## src/design/gmt_pkg.sv

```systemverilog
// shared types and codes for the gossip membership table
// no dependencies; imported by every module of the block
package gmt_pkg;

    localparam int unsigned ID_W    = 32;
    localparam int unsigned PORT_W  = 16;
    localparam int unsigned BEAT_W  = 32;
    localparam int unsigned CNT_W   = 6;
    localparam int unsigned CFG_IDX_W = 2;
    localparam int unsigned CFG_W   = 32;

    // input operation codes
    localparam logic FUNC_MERGE = 1'b0;
    localparam logic FUNC_TICK  = 1'b1;

    // result kinds
    localparam logic [1:0] KIND_MERGE  = 2'd0;
    localparam logic [1:0] KIND_REMOVE = 2'd1;
    localparam logic [1:0] KIND_TICK   = 2'd2;

    // merge status codes
    localparam logic [1:0] ST_UPDATED   = 2'd0;
    localparam logic [1:0] ST_UNCHANGED = 2'd1;
    localparam logic [1:0] ST_ADDED     = 2'd2;
    localparam logic [1:0] ST_FULL      = 2'd3;

    // configuration register indexes
    localparam logic [CFG_IDX_W-1:0] CFG_SELF_ID   = 2'd0;
    localparam logic [CFG_IDX_W-1:0] CFG_SELF_PORT = 2'd1;
    localparam logic [CFG_IDX_W-1:0] CFG_TIMEOUT   = 2'd2;

    typedef struct packed {
        logic              func;
        logic [ID_W-1:0]   peer_id;
        logic [PORT_W-1:0] peer_port;
        logic [BEAT_W-1:0] peer_heartbeat;
    } in_word_t;

    typedef struct packed {
        logic [1:0]        kind;
        logic [1:0]        status;
        logic [ID_W-1:0]   member_id;
        logic [PORT_W-1:0] member_port;
        logic [CNT_W-1:0]  member_count;
        logic [BEAT_W-1:0] local_beat;
        logic              last;
    } out_word_t;

    // one stored table entry
    typedef struct packed {
        logic [ID_W-1:0]   id;
        logic [PORT_W-1:0] port;
        logic [BEAT_W-1:0] beat;
        logic [BEAT_W-1:0] stamp;
    } entry_t;

endpackage

```

## src/design/gmt_entry_ram.sv

```systemverilog
// entry memory of the membership table: one write port, one registered read port
// depends on gmt_pkg for the entry type
module gmt_entry_ram #(
    parameter int unsigned DEPTH = 32
) (
    input  logic                     clk,
    input  logic                     wr_en,
    input  logic [$clog2(DEPTH)-1:0] wr_addr,
    input  gmt_pkg::entry_t          wr_data,
    input  logic [$clog2(DEPTH)-1:0] rd_addr,
    output gmt_pkg::entry_t          rd_data
);
    import gmt_pkg::*;

    entry_t mem [DEPTH];

    // write port
    always_ff @(posedge clk)
    begin
        if (wr_en)
        begin
            mem[wr_addr] <= wr_data;
        end
    end

    // registered read port
    always_ff @(posedge clk)
    begin
        rd_data <= mem[rd_addr];
    end

endmodule

```

## src/design/gmt_out_buf.sv

```systemverilog
// output register holding one result word until the consumer takes it
// depends on gmt_pkg for the result word type
module gmt_out_buf (
    input  logic               clk,
    input  logic               rst_n,
    input  logic               push,
    input  gmt_pkg::out_word_t push_word,
    output logic               ready,
    output logic               out_valid,
    input  logic               out_stall,
    output gmt_pkg::out_word_t out_word
);
    import gmt_pkg::*;

    logic      valid_reg;
    logic      valid_next;
    out_word_t word_reg;

    // room when empty or the held word leaves this cycle
    assign ready = !valid_reg || !out_stall;

    always_comb
    begin
        valid_next = valid_reg;
        if (push)
        begin
            valid_next = 1'b1;
        end
        else if (!out_stall)
        begin
            valid_next = 1'b0;
        end
    end

    always_ff @(posedge clk or negedge rst_n)
    begin
        if (!rst_n)
        begin
            valid_reg <= 1'b0;
        end
        else
        begin
            valid_reg <= valid_next;
        end
    end

    always_ff @(posedge clk)
    begin
        if (push)
        begin
            word_reg <= push_word;
        end
    end

    assign out_valid = valid_reg;
    assign out_word  = word_reg;

`ifndef SYNTHESIS
    a_push_room: assert property (@(posedge clk) disable iff (!rst_n)
        push |-> ready)
        else $error("word pushed into a full output register");
`endif

endmodule

```

## src/design/gossip_membership_table.sv

```systemverilog
// gossip membership table: a merge reads entries 1..TABLE_DEPTH-1 through the entry
// memory in turn, each through a read state and a check state; a tick walks the same
// entries and emits a remove result for each aged-out entry before its final tick result;
// one word is worked on at a time; each result waits while the output register is held.
// reset: only entry zero valid, counter zero, no memory clearing pass.
// depends on gmt_pkg, gmt_entry_ram, gmt_out_buf
module gossip_membership_table #(
    parameter int unsigned TABLE_DEPTH = 32
) (
    input  logic                             clk,
    input  logic                             rst_n,
    input  logic                             in_valid,
    output logic                             in_stall,
    input  gmt_pkg::in_word_t                in_word,
    output logic                             out_valid,
    input  logic                             out_stall,
    output gmt_pkg::out_word_t               out_word,
    input  logic                             cfg_we,
    input  logic [gmt_pkg::CFG_IDX_W-1:0]    cfg_index,
    input  logic [gmt_pkg::CFG_W-1:0]        cfg_data
);
    import gmt_pkg::*;

    localparam int unsigned IDX_W = $clog2(TABLE_DEPTH);
    localparam int unsigned TCNT_W = $clog2(TABLE_DEPTH + 1);
    localparam logic [IDX_W-1:0] LAST_IDX = IDX_W'(TABLE_DEPTH - 1);

    typedef enum logic [4:0] {
        S_IDLE = 5'b00001,
        S_RD   = 5'b00010,
        S_CHK  = 5'b00100,
        S_FIN  = 5'b01000,
        S_EMIT = 5'b10000
    } state_t;

    state_t                  state_reg, state_next;
    logic [IDX_W-1:0]        idx_reg, idx_next;
    logic                    func_reg, func_next;
    logic [ID_W-1:0]         pid_reg, pid_next;
    logic [PORT_W-1:0]       pport_reg, pport_next;
    logic [BEAT_W-1:0]       pbeat_reg, pbeat_next;
    logic                    hit_found_reg, hit_found_next;
    logic                    hit_zero_reg, hit_zero_next;
    logic [IDX_W-1:0]        hit_idx_reg, hit_idx_next;
    entry_t                  hit_entry_reg, hit_entry_next;
    logic                    free_found_reg, free_found_next;
    logic [IDX_W-1:0]        free_idx_reg, free_idx_next;
    logic [TABLE_DEPTH-1:0]  valid_reg, valid_next;
    logic [TCNT_W-1:0]       count_reg, count_next;
    logic [BEAT_W-1:0]       lc_reg, lc_next;
    logic [BEAT_W-1:0]       self_beat_reg, self_beat_next;
    out_word_t               word_reg, word_next;
    logic                    done_reg, done_next;
    logic [ID_W-1:0]         self_id_reg;
    logic [PORT_W-1:0]       self_port_reg;
    logic [PORT_W-1:0]       timeout_reg;

    logic                    wr_en;
    logic [IDX_W-1:0]        wr_addr;
    entry_t                  wr_data;
    entry_t                  rd_data;
    logic                    push;
    logic                    buf_ready;
    logic [BEAT_W-1:0]       age;

    gmt_entry_ram #(.DEPTH(TABLE_DEPTH)) u_ram (
        .clk     (clk),
        .wr_en   (wr_en),
        .wr_addr (wr_addr),
        .wr_data (wr_data),
        .rd_addr (idx_reg),
        .rd_data (rd_data)
    );

    gmt_out_buf u_out (
        .clk       (clk),
        .rst_n     (rst_n),
        .push      (push),
        .push_word (word_reg),
        .ready     (buf_ready),
        .out_valid (out_valid),
        .out_stall (out_stall),
        .out_word  (out_word)
    );

    assign in_stall = (state_reg != S_IDLE);
    assign push     = (state_reg == S_EMIT) && buf_ready;
    assign age      = lc_reg - rd_data.stamp;

    // configuration registers
    always_ff @(posedge clk or negedge rst_n)
    begin
        if (!rst_n)
        begin
            self_id_reg   <= ID_W'(1);
            self_port_reg <= '0;
            timeout_reg   <= PORT_W'(20);
        end
        else if (cfg_we)
        begin
            unique case (cfg_index)
                CFG_SELF_ID:   self_id_reg   <= cfg_data[ID_W-1:0];
                CFG_SELF_PORT: self_port_reg <= cfg_data[PORT_W-1:0];
                CFG_TIMEOUT:   timeout_reg   <= cfg_data[PORT_W-1:0];
                default:       ;
            endcase
        end
    end

    // sequencer: read, check, finish, emit
    always_comb
    begin
        state_next      = state_reg;
        idx_next        = idx_reg;
        func_next       = func_reg;
        pid_next        = pid_reg;
        pport_next      = pport_reg;
        pbeat_next      = pbeat_reg;
        hit_found_next  = hit_found_reg;
        hit_zero_next   = hit_zero_reg;
        hit_idx_next    = hit_idx_reg;
        hit_entry_next  = hit_entry_reg;
        free_found_next = free_found_reg;
        free_idx_next   = free_idx_reg;
        valid_next      = valid_reg;
        count_next      = count_reg;
        lc_next         = lc_reg;
        self_beat_next  = self_beat_reg;
        word_next       = word_reg;
        done_next       = done_reg;
        wr_en           = 1'b0;
        wr_addr         = free_idx_reg;
        wr_data         = '{id: pid_reg, port: pport_reg, beat: pbeat_reg, stamp: lc_reg};

        unique case (state_reg)
            S_IDLE:
            begin
                if (in_valid)
                begin
                    func_next       = in_word.func;
                    pid_next        = in_word.peer_id;
                    pport_next      = in_word.peer_port;
                    pbeat_next      = in_word.peer_heartbeat;
                    idx_next        = IDX_W'(1);
                    free_found_next = 1'b0;
                    // entry zero always valid and holds self
                    hit_zero_next   = (in_word.peer_id == self_id_reg);
                    hit_found_next  = (in_word.peer_id == self_id_reg);
                    if (in_word.func == FUNC_TICK)
                    begin
                        lc_next        = lc_reg + 1'b1;
                        self_beat_next = lc_reg + 1'b1;
                    end
                    state_next = S_RD;
                end
            end
            S_RD:
            begin
                state_next = S_CHK;
            end
            S_CHK:
            begin
                if (func_reg == FUNC_MERGE)
                begin
                    // first matching valid entry, first free slot
                    if (valid_reg[idx_reg] && !hit_found_reg && rd_data.id == pid_reg)
                    begin
                        hit_found_next = 1'b1;
                        hit_idx_next   = idx_reg;
                        hit_entry_next = rd_data;
                    end
                    if (!valid_reg[idx_reg] && !free_found_reg)
                    begin
                        free_found_next = 1'b1;
                        free_idx_next   = idx_reg;
                    end
                    if (idx_reg == LAST_IDX)
                    begin
                        state_next = S_FIN;
                    end
                    else
                    begin
                        idx_next   = idx_reg + 1'b1;
                        state_next = S_RD;
                    end
                end
                else if (valid_reg[idx_reg] && age > {16'b0, timeout_reg})
                begin
                    // aged out: drop it and report
                    valid_next[idx_reg] = 1'b0;
                    count_next = count_reg - 1'b1;
                    word_next  = '{kind: KIND_REMOVE, status: ST_UPDATED,
                                   member_id: rd_data.id, member_port: rd_data.port,
                                   member_count: CNT_W'(count_reg - 1'b1),
                                   local_beat: lc_reg, last: 1'b0};
                    done_next  = 1'b0;
                    state_next = S_EMIT;
                end
                else if (idx_reg == LAST_IDX)
                begin
                    word_next  = '{kind: KIND_TICK, status: ST_UPDATED,
                                   member_id: self_id_reg, member_port: self_port_reg,
                                   member_count: CNT_W'(count_reg),
                                   local_beat: lc_reg, last: 1'b1};
                    done_next  = 1'b1;
                    state_next = S_EMIT;
                end
                else
                begin
                    idx_next   = idx_reg + 1'b1;
                    state_next = S_RD;
                end
            end
            S_FIN:
            begin
                word_next = '{kind: KIND_MERGE, status: ST_FULL,
                              member_id: pid_reg, member_port: pport_reg,
                              member_count: CNT_W'(count_reg),
                              local_beat: lc_reg, last: 1'b1};
                if (hit_zero_reg)
                begin
                    word_next.status = ST_UNCHANGED;
                    if (pbeat_reg > self_beat_reg)
                    begin
                        self_beat_next   = pbeat_reg;
                        word_next.status = ST_UPDATED;
                    end
                end
                else if (hit_found_reg)
                begin
                    word_next.status = ST_UNCHANGED;
                    if (pbeat_reg > hit_entry_reg.beat)
                    begin
                        wr_en   = 1'b1;
                        wr_addr = hit_idx_reg;
                        wr_data = '{id: hit_entry_reg.id, port: hit_entry_reg.port,
                                    beat: pbeat_reg, stamp: lc_reg};
                        word_next.status = ST_UPDATED;
                    end
                end
                else if (free_found_reg)
                begin
                    // insert into lowest free slot
                    wr_en = 1'b1;
                    valid_next[free_idx_reg] = 1'b1;
                    count_next = count_reg + 1'b1;
                    word_next.status       = ST_ADDED;
                    word_next.member_count = CNT_W'(count_reg + 1'b1);
                end
                done_next  = 1'b1;
                state_next = S_EMIT;
            end
            S_EMIT:
            begin
                if (buf_ready)
                begin
                    if (done_reg)
                    begin
                        state_next = S_IDLE;
                    end
                    else if (idx_reg == LAST_IDX)
                    begin
                        word_next  = '{kind: KIND_TICK, status: ST_UPDATED,
                                       member_id: self_id_reg, member_port: self_port_reg,
                                       member_count: CNT_W'(count_reg),
                                       local_beat: lc_reg, last: 1'b1};
                        done_next  = 1'b1;
                        state_next = S_EMIT;
                    end
                    else
                    begin
                        idx_next   = idx_reg + 1'b1;
                        state_next = S_RD;
                    end
                end
            end
            default:
            begin
                state_next = S_IDLE;
            end
        endcase
    end

    // control state
    always_ff @(posedge clk or negedge rst_n)
    begin
        if (!rst_n)
        begin
            state_reg      <= S_IDLE;
            idx_reg        <= '0;
            func_reg       <= FUNC_MERGE;
            hit_found_reg  <= 1'b0;
            hit_zero_reg   <= 1'b0;
            free_found_reg <= 1'b0;
            valid_reg      <= TABLE_DEPTH'(1);
            count_reg      <= TCNT_W'(1);
            lc_reg         <= '0;
            self_beat_reg  <= '0;
            done_reg       <= 1'b0;
        end
        else
        begin
            state_reg      <= state_next;
            idx_reg        <= idx_next;
            func_reg       <= func_next;
            hit_found_reg  <= hit_found_next;
            hit_zero_reg   <= hit_zero_next;
            free_found_reg <= free_found_next;
            valid_reg      <= valid_next;
            count_reg      <= count_next;
            lc_reg         <= lc_next;
            self_beat_reg  <= self_beat_next;
            done_reg       <= done_next;
        end
    end

    // payload holding registers
    always_ff @(posedge clk)
    begin
        pid_reg       <= pid_next;
        pport_reg     <= pport_next;
        pbeat_reg     <= pbeat_next;
        hit_idx_reg   <= hit_idx_next;
        hit_entry_reg <= hit_entry_next;
        free_idx_reg  <= free_idx_next;
        word_reg      <= word_next;
    end

`ifndef SYNTHESIS
    a_self_valid: assert property (@(posedge clk) disable iff (!rst_n)
        valid_reg[0])
        else $error("entry zero lost its valid bit");
    a_count_match: assert property (@(posedge clk) disable iff (!rst_n)
        count_reg == TCNT_W'($countones(valid_reg)))
        else $error("member count disagrees with valid bits");
    a_write_in_fin: assert property (@(posedge clk) disable iff (!rst_n)
        wr_en |-> state_reg == S_FIN && func_reg == FUNC_MERGE)
        else $error("entry memory written outside merge finish");
    a_tick_advance: assert property (@(posedge clk) disable iff (!rst_n)
        (in_valid && !in_stall && in_word.func == FUNC_TICK) |=> lc_reg == $past(lc_reg) + 1'b1)
        else $error("local counter did not advance on tick");
`endif

endmodule
```

## config.mk

```make
export PLATFORM = sky130hd
export DESIGN_NAME = gossip_membership_table
export DESIGN_NICKNAME = d
export VERILOG_FILES = /design/src/design/gmt_pkg.sv /design/src/design/gmt_entry_ram.sv /design/src/design/gmt_out_buf.sv /design/src/design/gossip_membership_table.sv
export SDC_FILE = /design/constraint.sdc
export NUM_CORES = 2
export LEC_CHECK = 0
export ABC_CLOCK_PERIOD_IN_PS = 12100
export BUFFER_PORTS_ARGS = -buffer_cell sky130_fd_sc_hd__buf_4
export CAP_MARGIN = 40
export CORE_ASPECT_RATIO = 0.8
export CORE_MARGIN = 2
export CORE_UTILIZATION = 56
export CTS_CLUSTER_DIAMETER = 80
export DETAILED_ROUTE_END_ITERATION = 8
export PLACE_DENSITY_LB_ADDON = 0.1
export RECOVER_POWER = 25
export SLEW_MARGIN = 40
export SYNTH_ARGS = -nofsm -noshare
export SYNTH_HDL_FRONTEND = slang
export SYNTH_SLANG_ARGS = --single-unit
```

## constraint.sdc

```tcl
create_clock -name clk -period 12.1 [get_ports clk]
set_clock_uncertainty 0.05 [all_clocks]
set_input_delay 1.21 -clock clk [delete_from_list [all_inputs] [get_ports clk]]
set_output_delay 1.21 -clock clk [all_outputs]
set_load 0.05 [all_outputs]
```

==> flow_summary.toml <==
[worst_setup_path]
worst_r2r_path_depth = 21
rrSetupSlack_ns = 4.35
path_max_fanout = 39
arrival_ns = 8.34
crit_type = "register to register"
endpoint_kind = "register"
worstPathRequired_ns = 12.68
cp-start-kind = "register"

[grt]
grt_pass1_vias = 82515
grt_start_max_net_pins = 127
grt_pass1_wl_um = 639200
grt_busiest_layer = "met1"
grt_overflow = 0
grt_util_all_layers_pct = 30.84
use_met1_pct = 47.54
grt_antenna_before_repair = 22
use_met2_pct = 46.76
grt_use_met3_pct = 4.756

[min_path]
holdPathStages = 0
holdCritPathClass = "register to register"

[synthesis]
ys_warn_count = 0
synth_top_family_by_area = "multiplexers"
synth_area_leader_cell = "edfxtp_1"
yosysMostFrequentCell = "edfxtp_1"
synth_fa_ha_area_share_pct = 0.9256
syn_avg_cell_area_um2 = 20.84
yosysSeqAreaShare_pct = 76.67
synth_top_area_share_pct = 72.50
synth_commonest_cells = "edfxtp_1 (3936), mux4_2 (904), a22oi_1 (454), clkbuf_1 (272), nand2_1 (192)"
synthMuxAreaShare_pct = 14.08
synth-edff-count = 3936
synth_cell_types = 85
syn_area_um2 = 163000
yosys.area_share.simple_pct = 2.198
synth_xor_area_share_pct = 0.8058
synth_area_leaders = "edfxtp_1 (72%), mux4_2 (12%), dfrtp_1 (2.7%)"
ys_async_sr_fraction_pct = 4.303
yosys_most_used_dff = "edfxtp_1"
synth-seq-cells = 4230
synth_nets = 8063
syn_inst = 7823
synth_compound_area_share_pct = 4.002

[route]
firstDrtPassIters = 5
drt-initial-drc-count = 12832
drtAntennaViolNets = 0
post_drt_wl_per_cell_um = 36.58
routed_wl_um = 456900
vias = 84908
drc = 0
vias_per_cell = 6.798

[clock_tree]
cts_resized = 0
cts_htree_levels = 5
cts_setup_buffers = 0
clkTransAtPathRegs_ns = 0.06
clkSinkCount = 4230
cts_tree = "built"
cts_buffers = 405
clock_path_buffers = 4
root_buffer = "clkbuf_16"
insertion_delay_ns = 0.92
hold_buffers = 0

[pwr]
vdd_drop_max_v = 0.0001549
leakage_nw = 59.34
p_total_mw = 31.12
p_per_area_nw_per_um2 = 169.1

[cells_and_area]
reg.largest.list = "u_ram.mem: 3584 flops, u_ram.rd_data: 112 flops"
fin_nets = 8529
regMostFlops = "u_ram.mem"
layout-drive-gt1-share_pct = 24.89
largest_reg_flops = 3584
synthToLayoutAreaGrowth_pct = 12.87

[sta]
tightest_slew_ns = 3.991
finalMaxSlewViolations = 1532
fin_crit_sh_pct = 64.08
rsz0062_at_grt = "no"
setup_viol = 0
hold_viol_final = 0
fmax_mhz = 129.0
period_needed_ns = 7.754
relSlewSlack_pct = -166.1
fin_setup_tns_ns = 0
setup_ws_ns = 4.346

[die]
num_rows = 177
io_pins = 213
die_height_um = 486.6
start_util_pct = 56.20
chipWidth_um = 607.3
coreArea_um2 = 290100
dieArea_um2 = 295500

[placed_design]
port_buffers = 212
hpwlAfterDp_um = 243200
dp_slack_ns = 4.786
routabilityCongestion = 0.9080

[run_status]
status = "complete, but fails checks"
violations = "max-capacitance violations, max-slew violations"

[run]
max_cap_violations = 40
-- cell usage in the layout (no fill, tap or decap), drive strengths merged, types with 176 or more instances in the layout --
| cell | n |
|---|---|
| nor2 | 177 |
| nand2 | 192 |
| o21ai | 177 |
| a22oi | 454 |
| buf | 329 |
| mux2 | 206 |
| edfxtp | 3936 |
| clkbuf | 690 |
| dfrtp | 176 |
| mux4 | 904 |
-- where the power goes --
| part | switching (mW) | internal [mW] | leakage (nW) |
|---|---|---|---|
| registers | 0.213 | 16.7 | 39.2 |
| clock network | 5.37 | 7.24 | 6.44 |
| logic | 1.20 | 0.408 | 13.7 |
| total | 6.78 | 24.3 | 59.3 |
-- metrics by stage --
step / hold WS [ns] / instances / cell area [um^2] / utilization, %
5_1_grt: 0.3592 / 12486 / 184000 / 63.43
6_report: 0.3527 / 12491 / 184000 / 63.43
3_5_place_dp: 0.3395 / 11726 / 171100 / 58.96
2_1_floorplan: 0.3355 / 7823 / 163000 / -
3_3_place_gp: 0.3381 / 11698 / 170300 / 58.71
4_1_cts: 0.1827 / 12478 / 184200 / 63.50
-- critical path, stage by stage, from the launching register on --
cell       delay, ns
dfrtp_1         1.06
inv_1           0.24
ha_1            0.30
fa_1            0.41
nor2b_1         0.17
o2111ai_1       0.28
a211oi_2        0.56
nor2_1          0.13
xnor2_1         0.16
ha_1            0.31
nand4_1         0.14
nor4_1          0.44
o2bb2ai_1       0.15
nor4b_2         0.36
nand4_1         0.19
o31ai_4         0.20
buf_4           0.41
buf_4           0.61
nor2_4          0.26
buf_4           0.41
a221oi_1        0.36
o21ai_0         0.14
-- metal layers --
layer  vias to the layer above  wire, um
met3                       651     44270
met5                         -        27
met1                     45823    189400
li1                      33587         -
met2                      4843    210900
met4                         4     12330
-- final timing paths --
path                                      startpoint                     endpoint
min in group asynchronous                      rst_n  self_id_reg[17]$_DFFE_PN0P_
setup reg to reg               lc_reg[0]$_DFFE_PN0P_       word_reg[71]$_DFFE_PP_
setup / recovery               lc_reg[0]$_DFFE_PN0P_       word_reg[71]$_DFFE_PP_
max in group asynchronous                      rst_n        lc_reg[0]$_DFFE_PN0P_
hold / removal             u_ram.rd_data[41]$_DFF_P_  hit_entry_reg[41]$_DFFE_PP_
hold reg to reg            u_ram.rd_data[41]$_DFF_P_  hit_entry_reg[41]$_DFFE_PP_
-- cells by family after synthesis --
group / after synthesis
AOI/OAI and AO/OA: 913
xor gates and xnor gates: 150
adders and majority gates: 120
buffers and inverters: 550
DFF: 4230
muxes: 1137
and+or+nand+nor: 723
-- cell type report --
cell class              count  area (um^2)
clock buffers             553        11170
clock inverters           199         1991
flip-flops and latches   4230       125000
well taps                3848         4815
diodes                      9        22.52
repair buffers            466         4091
fillers                 19625       106100
multi-input cells        3043        36370
inverters                 143        546.8
Power figures use the tool's default switching activity.
